[src/hdl/rqy_pkg.sv]
// Shared types, register indexes and arithmetic helpers for the
// RGB 2x2 block to YCbCr 4:2:0 converter. No dependencies.
`timescale 1ns / 1ps
`default_nettype none

package rqy_pkg;

    localparam int unsigned CFG_INDEX_W = 4;
    localparam int unsigned CFG_DATA_W  = 16;
    localparam int unsigned LUMA_SUM_W  = 16;
    localparam int unsigned CHROMA_SUM_W = 18;
    localparam int unsigned LUMA_SHIFT  = 8;
    localparam int unsigned CHROMA_SHIFT = 10;

    localparam logic [7:0] LUMA_OFFSET   = 8'd16;
    localparam logic [7:0] CHROMA_OFFSET = 8'd128;

    localparam logic [CFG_INDEX_W-1:0] CFG_LUMA_RED     = 4'd0;
    localparam logic [CFG_INDEX_W-1:0] CFG_LUMA_GREEN   = 4'd1;
    localparam logic [CFG_INDEX_W-1:0] CFG_LUMA_BLUE    = 4'd2;
    localparam logic [CFG_INDEX_W-1:0] CFG_CB_RED       = 4'd3;
    localparam logic [CFG_INDEX_W-1:0] CFG_CB_GREEN     = 4'd4;
    localparam logic [CFG_INDEX_W-1:0] CFG_CHROMA_MAJOR = 4'd5;
    localparam logic [CFG_INDEX_W-1:0] CFG_CR_GREEN     = 4'd6;
    localparam logic [CFG_INDEX_W-1:0] CFG_CR_BLUE      = 4'd7;

    localparam logic signed [15:0] RST_LUMA_RED     = 16'sd66;
    localparam logic signed [15:0] RST_LUMA_GREEN   = 16'sd129;
    localparam logic signed [15:0] RST_LUMA_BLUE    = 16'sd25;
    localparam logic signed [15:0] RST_CB_RED       = -16'sd38;
    localparam logic signed [15:0] RST_CB_GREEN     = -16'sd74;
    localparam logic signed [15:0] RST_CHROMA_MAJOR = 16'sd112;
    localparam logic signed [15:0] RST_CR_GREEN     = -16'sd94;
    localparam logic signed [15:0] RST_CR_BLUE      = -16'sd18;

    typedef struct packed {
        logic [7:0] red;
        logic [7:0] green;
        logic [7:0] blue;
    } pixel_t;

    typedef struct packed {
        pixel_t top_left;
        pixel_t top_right;
        pixel_t bottom_left;
        pixel_t bottom_right;
    } quad_t;

    typedef struct packed {
        logic signed [15:0] luma_red;
        logic signed [15:0] luma_green;
        logic signed [15:0] luma_blue;
        logic signed [15:0] cb_red;
        logic signed [15:0] cb_green;
        logic signed [15:0] chroma_major;
        logic signed [15:0] cr_green;
        logic signed [15:0] cr_blue;
    } gains_t;

    typedef struct packed {
        logic [7:0] luma_top_left;
        logic [7:0] luma_top_right;
        logic [7:0] luma_bottom_left;
        logic [7:0] luma_bottom_right;
        logic [7:0] chroma_blue_diff;
        logic [7:0] chroma_red_diff;
    } result_t;

    // Low bits of gain times sample; only these reach the luma output.
    function automatic logic [LUMA_SUM_W-1:0] luma_term(
        input logic signed [15:0] gain,
        input logic [7:0]         sample
    );
        logic [23:0] prod;
        prod = {8'd0, gain} * {16'd0, sample};
        return prod[LUMA_SUM_W-1:0];
    endfunction

    // Low bits of sign-extended gain times a four-pixel channel sum.
    function automatic logic [CHROMA_SUM_W-1:0] chroma_term(
        input logic signed [15:0] gain,
        input logic [9:0]         sum
    );
        logic [27:0] prod;
        prod = {{12{gain[15]}}, gain} * {18'd0, sum};
        return prod[CHROMA_SUM_W-1:0];
    endfunction

endpackage

`default_nettype wire

[src/hdl/rgb_quad_to_yuv420_core.sv]
// Top level of the RGB 2x2 block to YCbCr 4:2:0 converter: gain registers,
// input word register and result register. Depends on rqy_pkg, rqy_convert.
`timescale 1ns / 1ps
`default_nettype none

// One 2x2 RGB block is taken per clock while in_ready is high, and its four
// luma samples and shared Cb/Cr pair come out of the result register: the
// block is registered on entry, converted by one pass of small multipliers
// and adders, and held in the result register until taken. With out_ready
// high the block accepts a word every cycle; a stalled result holds the entry
// word, and in_ready drops only when both registers are full and out_ready is
// low. Results wrap to 8 bits with no rounding or clamping. The user must
// write gains via cfg_write/cfg_index/cfg_data only while no word is in flight;
// the block does not enforce it. Indexes beyond the eight gains are ignored.
module rgb_quad_to_yuv420_core (
    input  wire logic                             clk,
    input  wire logic                             rst_n,
    input  wire logic                             cfg_write,
    input  wire logic [rqy_pkg::CFG_INDEX_W-1:0]  cfg_index,
    input  wire logic [rqy_pkg::CFG_DATA_W-1:0]   cfg_data,
    input  wire logic                             in_valid,
    output logic                                  in_ready,
    input  wire logic [7:0]                       top_left_red,
    input  wire logic [7:0]                       top_left_green,
    input  wire logic [7:0]                       top_left_blue,
    input  wire logic [7:0]                       top_right_red,
    input  wire logic [7:0]                       top_right_green,
    input  wire logic [7:0]                       top_right_blue,
    input  wire logic [7:0]                       bottom_left_red,
    input  wire logic [7:0]                       bottom_left_green,
    input  wire logic [7:0]                       bottom_left_blue,
    input  wire logic [7:0]                       bottom_right_red,
    input  wire logic [7:0]                       bottom_right_green,
    input  wire logic [7:0]                       bottom_right_blue,
    output logic                                  out_valid,
    input  wire logic                             out_ready,
    output logic [7:0]                            luma_top_left,
    output logic [7:0]                            luma_top_right,
    output logic [7:0]                            luma_bottom_left,
    output logic [7:0]                            luma_bottom_right,
    output logic [7:0]                            chroma_blue_diff,
    output logic [7:0]                            chroma_red_diff
);
    import rqy_pkg::*;

    gains_t  gains_reg;
    gains_t  gains_next;
    quad_t   quad_reg;
    logic    quad_valid_reg;
    result_t result_reg;
    logic    out_valid_reg;
    result_t result_next;
    logic    quad_advance;
    logic    in_accept;

    assign quad_advance = quad_valid_reg && (!out_valid_reg || out_ready);
    assign in_ready     = !quad_valid_reg || !out_valid_reg || out_ready;
    assign in_accept    = in_valid && in_ready;

    always_comb
    begin
        gains_next = gains_reg;
        if (cfg_write)
        begin
            case (cfg_index)
                CFG_LUMA_RED:     gains_next.luma_red     = cfg_data;
                CFG_LUMA_GREEN:   gains_next.luma_green   = cfg_data;
                CFG_LUMA_BLUE:    gains_next.luma_blue    = cfg_data;
                CFG_CB_RED:       gains_next.cb_red       = cfg_data;
                CFG_CB_GREEN:     gains_next.cb_green     = cfg_data;
                CFG_CHROMA_MAJOR: gains_next.chroma_major = cfg_data;
                CFG_CR_GREEN:     gains_next.cr_green     = cfg_data;
                CFG_CR_BLUE:      gains_next.cr_blue      = cfg_data;
                default:          gains_next = gains_reg;
            endcase
        end
    end

    always_ff @(posedge clk or negedge rst_n)
    begin
        if (!rst_n)
        begin
            gains_reg.luma_red     <= RST_LUMA_RED;
            gains_reg.luma_green   <= RST_LUMA_GREEN;
            gains_reg.luma_blue    <= RST_LUMA_BLUE;
            gains_reg.cb_red       <= RST_CB_RED;
            gains_reg.cb_green     <= RST_CB_GREEN;
            gains_reg.chroma_major <= RST_CHROMA_MAJOR;
            gains_reg.cr_green     <= RST_CR_GREEN;
            gains_reg.cr_blue      <= RST_CR_BLUE;
            quad_valid_reg         <= 1'b0;
            out_valid_reg          <= 1'b0;
        end
        else
        begin
            gains_reg <= gains_next;
            if (in_accept)
                quad_valid_reg <= 1'b1;
            else if (quad_advance)
                quad_valid_reg <= 1'b0;
            if (quad_advance)
                out_valid_reg <= 1'b1;
            else if (out_ready)
                out_valid_reg <= 1'b0;
        end
    end

    always_ff @(posedge clk)
    begin
        if (in_accept)
        begin
            quad_reg.top_left     <= '{top_left_red, top_left_green, top_left_blue};
            quad_reg.top_right    <= '{top_right_red, top_right_green, top_right_blue};
            quad_reg.bottom_left  <= '{bottom_left_red, bottom_left_green,
                                       bottom_left_blue};
            quad_reg.bottom_right <= '{bottom_right_red, bottom_right_green,
                                       bottom_right_blue};
        end
        if (quad_advance)
            result_reg <= result_next;
    end

    rqy_convert u_convert (
        .quad   (quad_reg),
        .gains  (gains_reg),
        .result (result_next)
    );

    assign out_valid         = out_valid_reg;
    assign luma_top_left     = result_reg.luma_top_left;
    assign luma_top_right    = result_reg.luma_top_right;
    assign luma_bottom_left  = result_reg.luma_bottom_left;
    assign luma_bottom_right = result_reg.luma_bottom_right;
    assign chroma_blue_diff  = result_reg.chroma_blue_diff;
    assign chroma_red_diff   = result_reg.chroma_red_diff;

endmodule

`default_nettype wire

[src/hdl/rqy_convert.sv]
// Combinational color conversion of one 2x2 block: four luma samples and
// one shared Cb/Cr pair. Depends on rqy_pkg.
`timescale 1ns / 1ps
`default_nettype none

module rqy_convert (
    input  rqy_pkg::quad_t   quad,
    input  rqy_pkg::gains_t  gains,
    output rqy_pkg::result_t result
);
    import rqy_pkg::*;

    pixel_t                  pix [4];
    logic [LUMA_SUM_W-1:0]   luma_sum [4];
    logic [7:0]              luma [4];
    logic [9:0]              sum_red;
    logic [9:0]              sum_green;
    logic [9:0]              sum_blue;
    logic [CHROMA_SUM_W-1:0] cb_sum;
    logic [CHROMA_SUM_W-1:0] cr_sum;

    assign pix[0] = quad.top_left;
    assign pix[1] = quad.top_right;
    assign pix[2] = quad.bottom_left;
    assign pix[3] = quad.bottom_right;

    always_comb
    begin
        for (int p = 0; p < 4; p++)
        begin
            luma_sum[p] = luma_term(gains.luma_red, pix[p].red)
                        + luma_term(gains.luma_green, pix[p].green)
                        + luma_term(gains.luma_blue, pix[p].blue);
            luma[p] = luma_sum[p][LUMA_SHIFT +: 8] + LUMA_OFFSET;
        end
    end

    assign sum_red   = {2'd0, pix[0].red} + {2'd0, pix[1].red}
                     + {2'd0, pix[2].red} + {2'd0, pix[3].red};
    assign sum_green = {2'd0, pix[0].green} + {2'd0, pix[1].green}
                     + {2'd0, pix[2].green} + {2'd0, pix[3].green};
    assign sum_blue  = {2'd0, pix[0].blue} + {2'd0, pix[1].blue}
                     + {2'd0, pix[2].blue} + {2'd0, pix[3].blue};

    assign cb_sum = chroma_term(gains.cb_red, sum_red)
                  + chroma_term(gains.cb_green, sum_green)
                  + chroma_term(gains.chroma_major, sum_blue);
    assign cr_sum = chroma_term(gains.chroma_major, sum_red)
                  + chroma_term(gains.cr_green, sum_green)
                  + chroma_term(gains.cr_blue, sum_blue);

    assign result.luma_top_left     = luma[0];
    assign result.luma_top_right    = luma[1];
    assign result.luma_bottom_left  = luma[2];
    assign result.luma_bottom_right = luma[3];
    assign result.chroma_blue_diff  = cb_sum[CHROMA_SHIFT +: 8] + CHROMA_OFFSET;
    assign result.chroma_red_diff   = cr_sum[CHROMA_SHIFT +: 8] + CHROMA_OFFSET;

endmodule

`default_nettype wire

[config.mk]
export PLATFORM = sky130hd
export DESIGN_NAME = rgb_quad_to_yuv420_core
export DESIGN_NICKNAME = d
export VERILOG_FILES = /design/src/hdl/rqy_pkg.sv /design/src/hdl/rgb_quad_to_yuv420_core.sv /design/src/hdl/rqy_convert.sv
export SDC_FILE = /design/constraint.sdc
export NUM_CORES = 2
export LEC_CHECK = 0
export BUFFER_PORTS_ARGS = -buffer_cell sky130_fd_sc_hd__buf_2
export CELL_PAD_IN_SITES_DETAIL_PLACEMENT = 0
export CELL_PAD_IN_SITES_GLOBAL_PLACEMENT = 1
export CORE_AREA = 2 2 364 366
export DETAILED_ROUTE_END_ITERATION = 10
export DIE_AREA = 0 0 366 368
export GPL_TIMING_DRIVEN = 0
export PLACE_DENSITY_LB_ADDON = 0.1
export SLEW_MARGIN = 20
export SYNTH_ARGS = -nofsm -noshare
export SYNTH_HDL_FRONTEND = slang
export SYNTH_SLANG_ARGS = --single-unit
export TNS_END_PERCENT = 50
[constraint.sdc]
create_clock -name clk -period 13.7 [get_ports clk]
set_input_delay 2.74 -clock clk [delete_from_list [all_inputs] [get_ports clk]]
set_output_delay 2.74 -clock clk [all_outputs]
set_load 0.01 [all_outputs]
== Word level (Yosys, flattened, before mapping) ==
Cells that the tools add are included.
Cells by class
  equality and inequality tests: 7
  multiply operators: 18
  reduce and logical (&&, ||, !) cells: 18
  $add $sub $neg: 27
  multiplexer cells: 4
Operators with widths (count)
  16-bit by 8-bit multiplier with 16-bit output: 12
  16-bit adder: 8
  16-bit by 11-bit multiplier with 18-bit output: 6
  18-bit adder: 4
  10-bit by 8-bit adder with 10-bit output: 6
  8-bit by 5-bit adder with 8-bit output (second input constant): 4
  8-bit by 8-bit adder with 9-bit output: 3
  8-bit adder (second input constant): 2
  4-bit by 3-bit equality test with 1-bit output (second input constant): 4
  2-bit AND reduction: 8
  4-bit by 2-bit equality test with 1-bit output (second input constant): 2
  4-bit by 1-bit equality test with 1-bit output (second input constant): 1
  4-bit logical NOT: 1
  1-bit 2-to-1 mux: 4
  2-bit nonzero test: 2
  1-bit logical OR: 3
  1-bit logical AND: 2
  1-bit logical NOT: 2
Word-level totals
  input port bits: 121
  bits in registers: 274
  output and inout port bits: 50
  logic and storage cells: 102

== Logic depth before layout (Yosys ltp) ==
  word-level depth: 7
  mapped depth: 41
  depth with buffers taken out: 40

== Modules after synthesis ==
A second synthesis with hierarchy kept.
Unflattened totals
  cell total of the unflattened synthesis: 6984
  area total of the unflattened synthesis: 68709.6 sq um
By module, submodules not included
  rqy_convert: sequential area each 0.0 sq um, area each 59321.9 sq um, cells each 6552, times used 1
  rgb_quad_to_yuv420_core: sequential area each 7653.6 sq um, area each 9387.8 sq um, cells each 432, times used 1

== Worst setup path before layout ==
Ideal clock, no wire load.
  kind: flip-flop to flip-flop
  from: register quad_reg[49] (netlist name)
  to: register result_reg, in the netlist chroma_red_diff[7], data pin
  data required time: 13.432 ns
  clock period less this slack: 9.921 ns
  setup time: 0.268 ns
  data arrival time: 9.654 ns
  cell stages (with the launch flop): 39
  setup slack: 3.779 ns
  buffers on the path: 3
  cell sequence: edfxtp_1 clkbuf_1 inv_1 fa_1 nor2b_1 o21ai_0 a21oi_1 nand2b_1 fa_1 inv_1 ha_1 o21ai_0 o21bai_1 a21oi_1 o21bai_1 a21o_1 xor2_1 clkbuf_1 [... 3 more ...] inv_1 fa_1 inv_1 fa_1 fa_1 fa_1 fa_1 fa_1 fa_1 xnor2_1 xnor2_1 xnor2_1 xnor2_1 xnor2_1 xnor3_1 xnor3_1 xnor3_1 xnor3_1
RTL lines
  from (decl): RTL line rgb_quad_to_yuv420_core.sv:48  | quad_t quad_reg;
  to (signal assigned): RTL line rgb_quad_to_yuv420_core.sv:120  | result_reg <= result_next;
  to (decl): RTL line rgb_quad_to_yuv420_core.sv:50  | result_t result_reg;

==> impl_results.md <==
* List of most frequent post-synthesis cells: sky130_fd_sc_hd__inv_1 (1622), sky130_fd_sc_hd__fa_1 (1564), sky130_fd_sc_hd__nand2_1 (978), sky130_fd_sc_hd__and2_1 (875), sky130_fd_sc_hd__ha_1 (474)
* # DRC at 0
* Count of input and output buffers at 168
* Total clock sinks at 274
* Post-detailed-route via-to-cell ratio at 5.48
* Die footprint at 135000 um^2
* Number of top-level pins at 171
* Most common flop cell mapped by yosys: sky130_fd_sc_hd__edfxtp_1
* Critical Path RT at 14.09 ns
* Post-CTS repair timing setup buffer count at 0
* Clock Root Buffer: sky130_fd_sc_hd__clkbuf_16
* Antenna-violating nets left at 0
* Largest buffer count on any clock path at 3
* Overall overflow remaining after global route at 0
* Die span in x at 366 um
* Gate Count Post-Synth at 7072
* Setup Viol. Count Final at 0
* Pin count of the biggest net entering global routing at 74
* Final sum of negative setup slack at 0 ns
* EDFF count, synth at 144
* Number of synthesized register bits at 274
* CTS hold repair buffers at 0
* Clk_lat worst skew at 0.66 ns
* Critical path's top delay family: adder cells
* Fin. max-slew vios at 0
* Fraction of layout cells with a size suffix above 1 at 6.92%
* Share of the synthesized area in the top cell type at 45.4%
* Post-synth net total at 9231
* Routed wirelength normalized by instance count at 28.2 um
* H-tree lvl count at 2
* Bufs and invs on worst path at 7
* Core region area at 131000 um^2
* Number of core rows at 133
* Warning count from the yosys run at 0
* First-pass iteration count of the detailed router at 6
* Most area-consuming cells after synthesis: sky130_fd_sc_hd__fa_1 (45%), sky130_fd_sc_hd__inv_1 (8.8%), sky130_fd_sc_hd__ha_1 (8.6%)
* Critical path type: flip-flop to flip-flop
* Min-Delay Path Class: flip-flop to flip-flop
* Worst path slowest cell: sky130_fd_sc_hd__edfxtp_1
* Sum of routed wire length over all layers at 256000 um
* Detailed-route via count at 49895
* Result of the run: finished, final reports clean
* Data arrival time at the worst-slack endpoint at 13.26 ns
* Wire length of the first global-routing pass at 375000 um
* Routability congestion estimate from global placement at 0.981
* Vertical die dimension at 368 um
* Post-synth design cell area at 69000 um^2
* Headroom to the max-slew limit at 13.4%
* Clock Pin Slew Worst Setup and Hold Paths at 0.07 ns
* Sequential-to-total area share from yosys stat at 11.1%
* Critical path endpoint category: flip-flop
* Largest area contributor in the synthesized netlist: sky130_fd_sc_hd__fa_1
* DPL Wire Length at 210000 um
* Largest fanout on the critical path at 10
* Critical path startpoint category: flip-flop
* Max reg flops at 128
* Effective utilization at floorplan at 52.7%
* Worst Max-Slew Pin Slew at 1.30 ns
* Cells resized by post-CTS repair at 0
* Most instantiated library cell after synthesis: sky130_fd_sc_hd__inv_1
* Antenna violations before repair at 38
* Max-capacitance violation count at 0
* F_max at 0.0777 GHz
* Shortest period the worst path allows at 12.87 ns
* Average size of a mapped cell at 9.75 um^2
* Final net count at 9451
* Unrepaired setup endpoints after global routing: false
* TritonCTS clock tree: done
* Delay of the slowest critical-path stage at 0.82 ns
* Number of CTS-inserted buffers at 41
* CP dominant cell by count: sky130_fd_sc_hd__fa_1
* Count of cell types in the netlist at 57
* Syn-to-layout area delta at 6.88%
* Via count of the first global-routing pass at 53469
* Endpoints failing hold at 0
* Final period util at 94.0%
* Global-route total usage across every layer at 39.6%
* Starting DRC count in detailed routing at 4691
* Worst clock skew on the final layout at 0.0347 ns
* Proportion of synthesized flip-flops having asynchronous set or reset at 47.4%
-- cells in the final DEF, fill, tap and decap left out, types with 61 or more instances in the layout --
master and n:
sky130_fd_sc_hd__inv_1 1622, sky130_fd_sc_hd__fa_1 1564, sky130_fd_sc_hd__nand2_1 978, sky130_fd_sc_hd__and2_1 873, sky130_fd_sc_hd__ha_1 474, sky130_fd_sc_hd__clkbuf_1 304, sky130_fd_sc_hd__xnor2_1 279, sky130_fd_sc_hd__buf_2 168
sky130_fd_sc_hd__edfxtp_1 144, sky130_fd_sc_hd__nor2b_1 135, sky130_fd_sc_hd__mux2_2 128, sky130_fd_sc_hd__dfrtp_1 69, sky130_fd_sc_hd__xor2_1 64, sky130_fd_sc_hd__dfstp_2 61
-- worst register-to-register path: cells and delay by family (launching register included) --
family | cells | cell delay [ns]
AOI/OAI and AO/OA | 7 | 1.05
xor gates and xnor gates | 10 | 2.65
adders and majority gates | 11 | 5.23
buffers and inverters | 7 | 2.42
DFF | 1 | 0.82
and+or+nand+nor | 3 | 0.45
-- layout make-up --
type	instances	area [um^2]
multi-input combinational	4825	54000
buffer	351	1380
inverter	1622	6090
clock inverter	29	287
clock buffer	47	1100
antenna	20	50.0
timing repair buffer	177	1000
tap	1755	2200
sequential	274	7650
fill	11967	57100
-- path summary, 6_finish.rpt --
check / startpoint / to / slack (ns) / cells past startpoint
worst min-delay path: quad_valid_reg$_DFFE_PN0P_ / out_valid$_DFFE_PN0P_ / 0.51 / 1
worst max register to register: quad_reg[49]$_DFFE_PP_ / chroma_blue_diff[7]$_DFFE_PP_ / 0.83 / 38
worst max-delay path: quad_reg[49]$_DFFE_PP_ / chroma_blue_diff[7]$_DFFE_PP_ / 0.83 / 38
max in group asynchronous: rst_n / gains_reg[83]$_DFFE_PN1P_ / 10.78 / 2
min in group asynchronous: rst_n / gains_reg[69]$_DFFE_PN0P_ / 2.02 / 1
worst min register to register: quad_valid_reg$_DFFE_PN0P_ / out_valid$_DFFE_PN0P_ / 0.51 / 1
-- cells by family after synthesis --
logic type | after synthesis | share of synthesized area (%)
AND/OR/NAND/NOR | 2147 | 15.7
adder cells (fa/ha/maj) | 2038 | 54.0
buffers and inverters | 1973 | 10.7
XOR/XNOR | 361 | 4.86
flip-flops | 274 | 11.1
AO/OA/AOI/OAI | 151 | 1.49
multiplexers | 128 | 2.09
-- per-stage QoR --
step	hold slack (ns)	instance area [um^2]	util [%]	setup slack (ns)	std cells
floorplan	0.449	69000	-	3.78	7072
global placement	0.477	72000	55.1	1.21	8995
detailed placement	0.493	72300	55.2	1.24	9003
CTS	0.506	73600	56.3	1.17	9079
global route	0.510	73700	56.3	0.586	9081
finish	0.505	73700	56.4	0.827	9100
-- routing by layer --
| layer | wire length, um | track usage (%) |
|---|---|---|
| met5 | 14 | 0 |
| met1 | 106000 | 55.6 |
| met2 | 107000 | 56.6 |
| met3 | 32200 | 13.4 |
| met4 | 11500 | 15.1 |
Power is not shown: default switching activity piles up to over one toggle a cycle in this logic, so the estimate is an artifact.
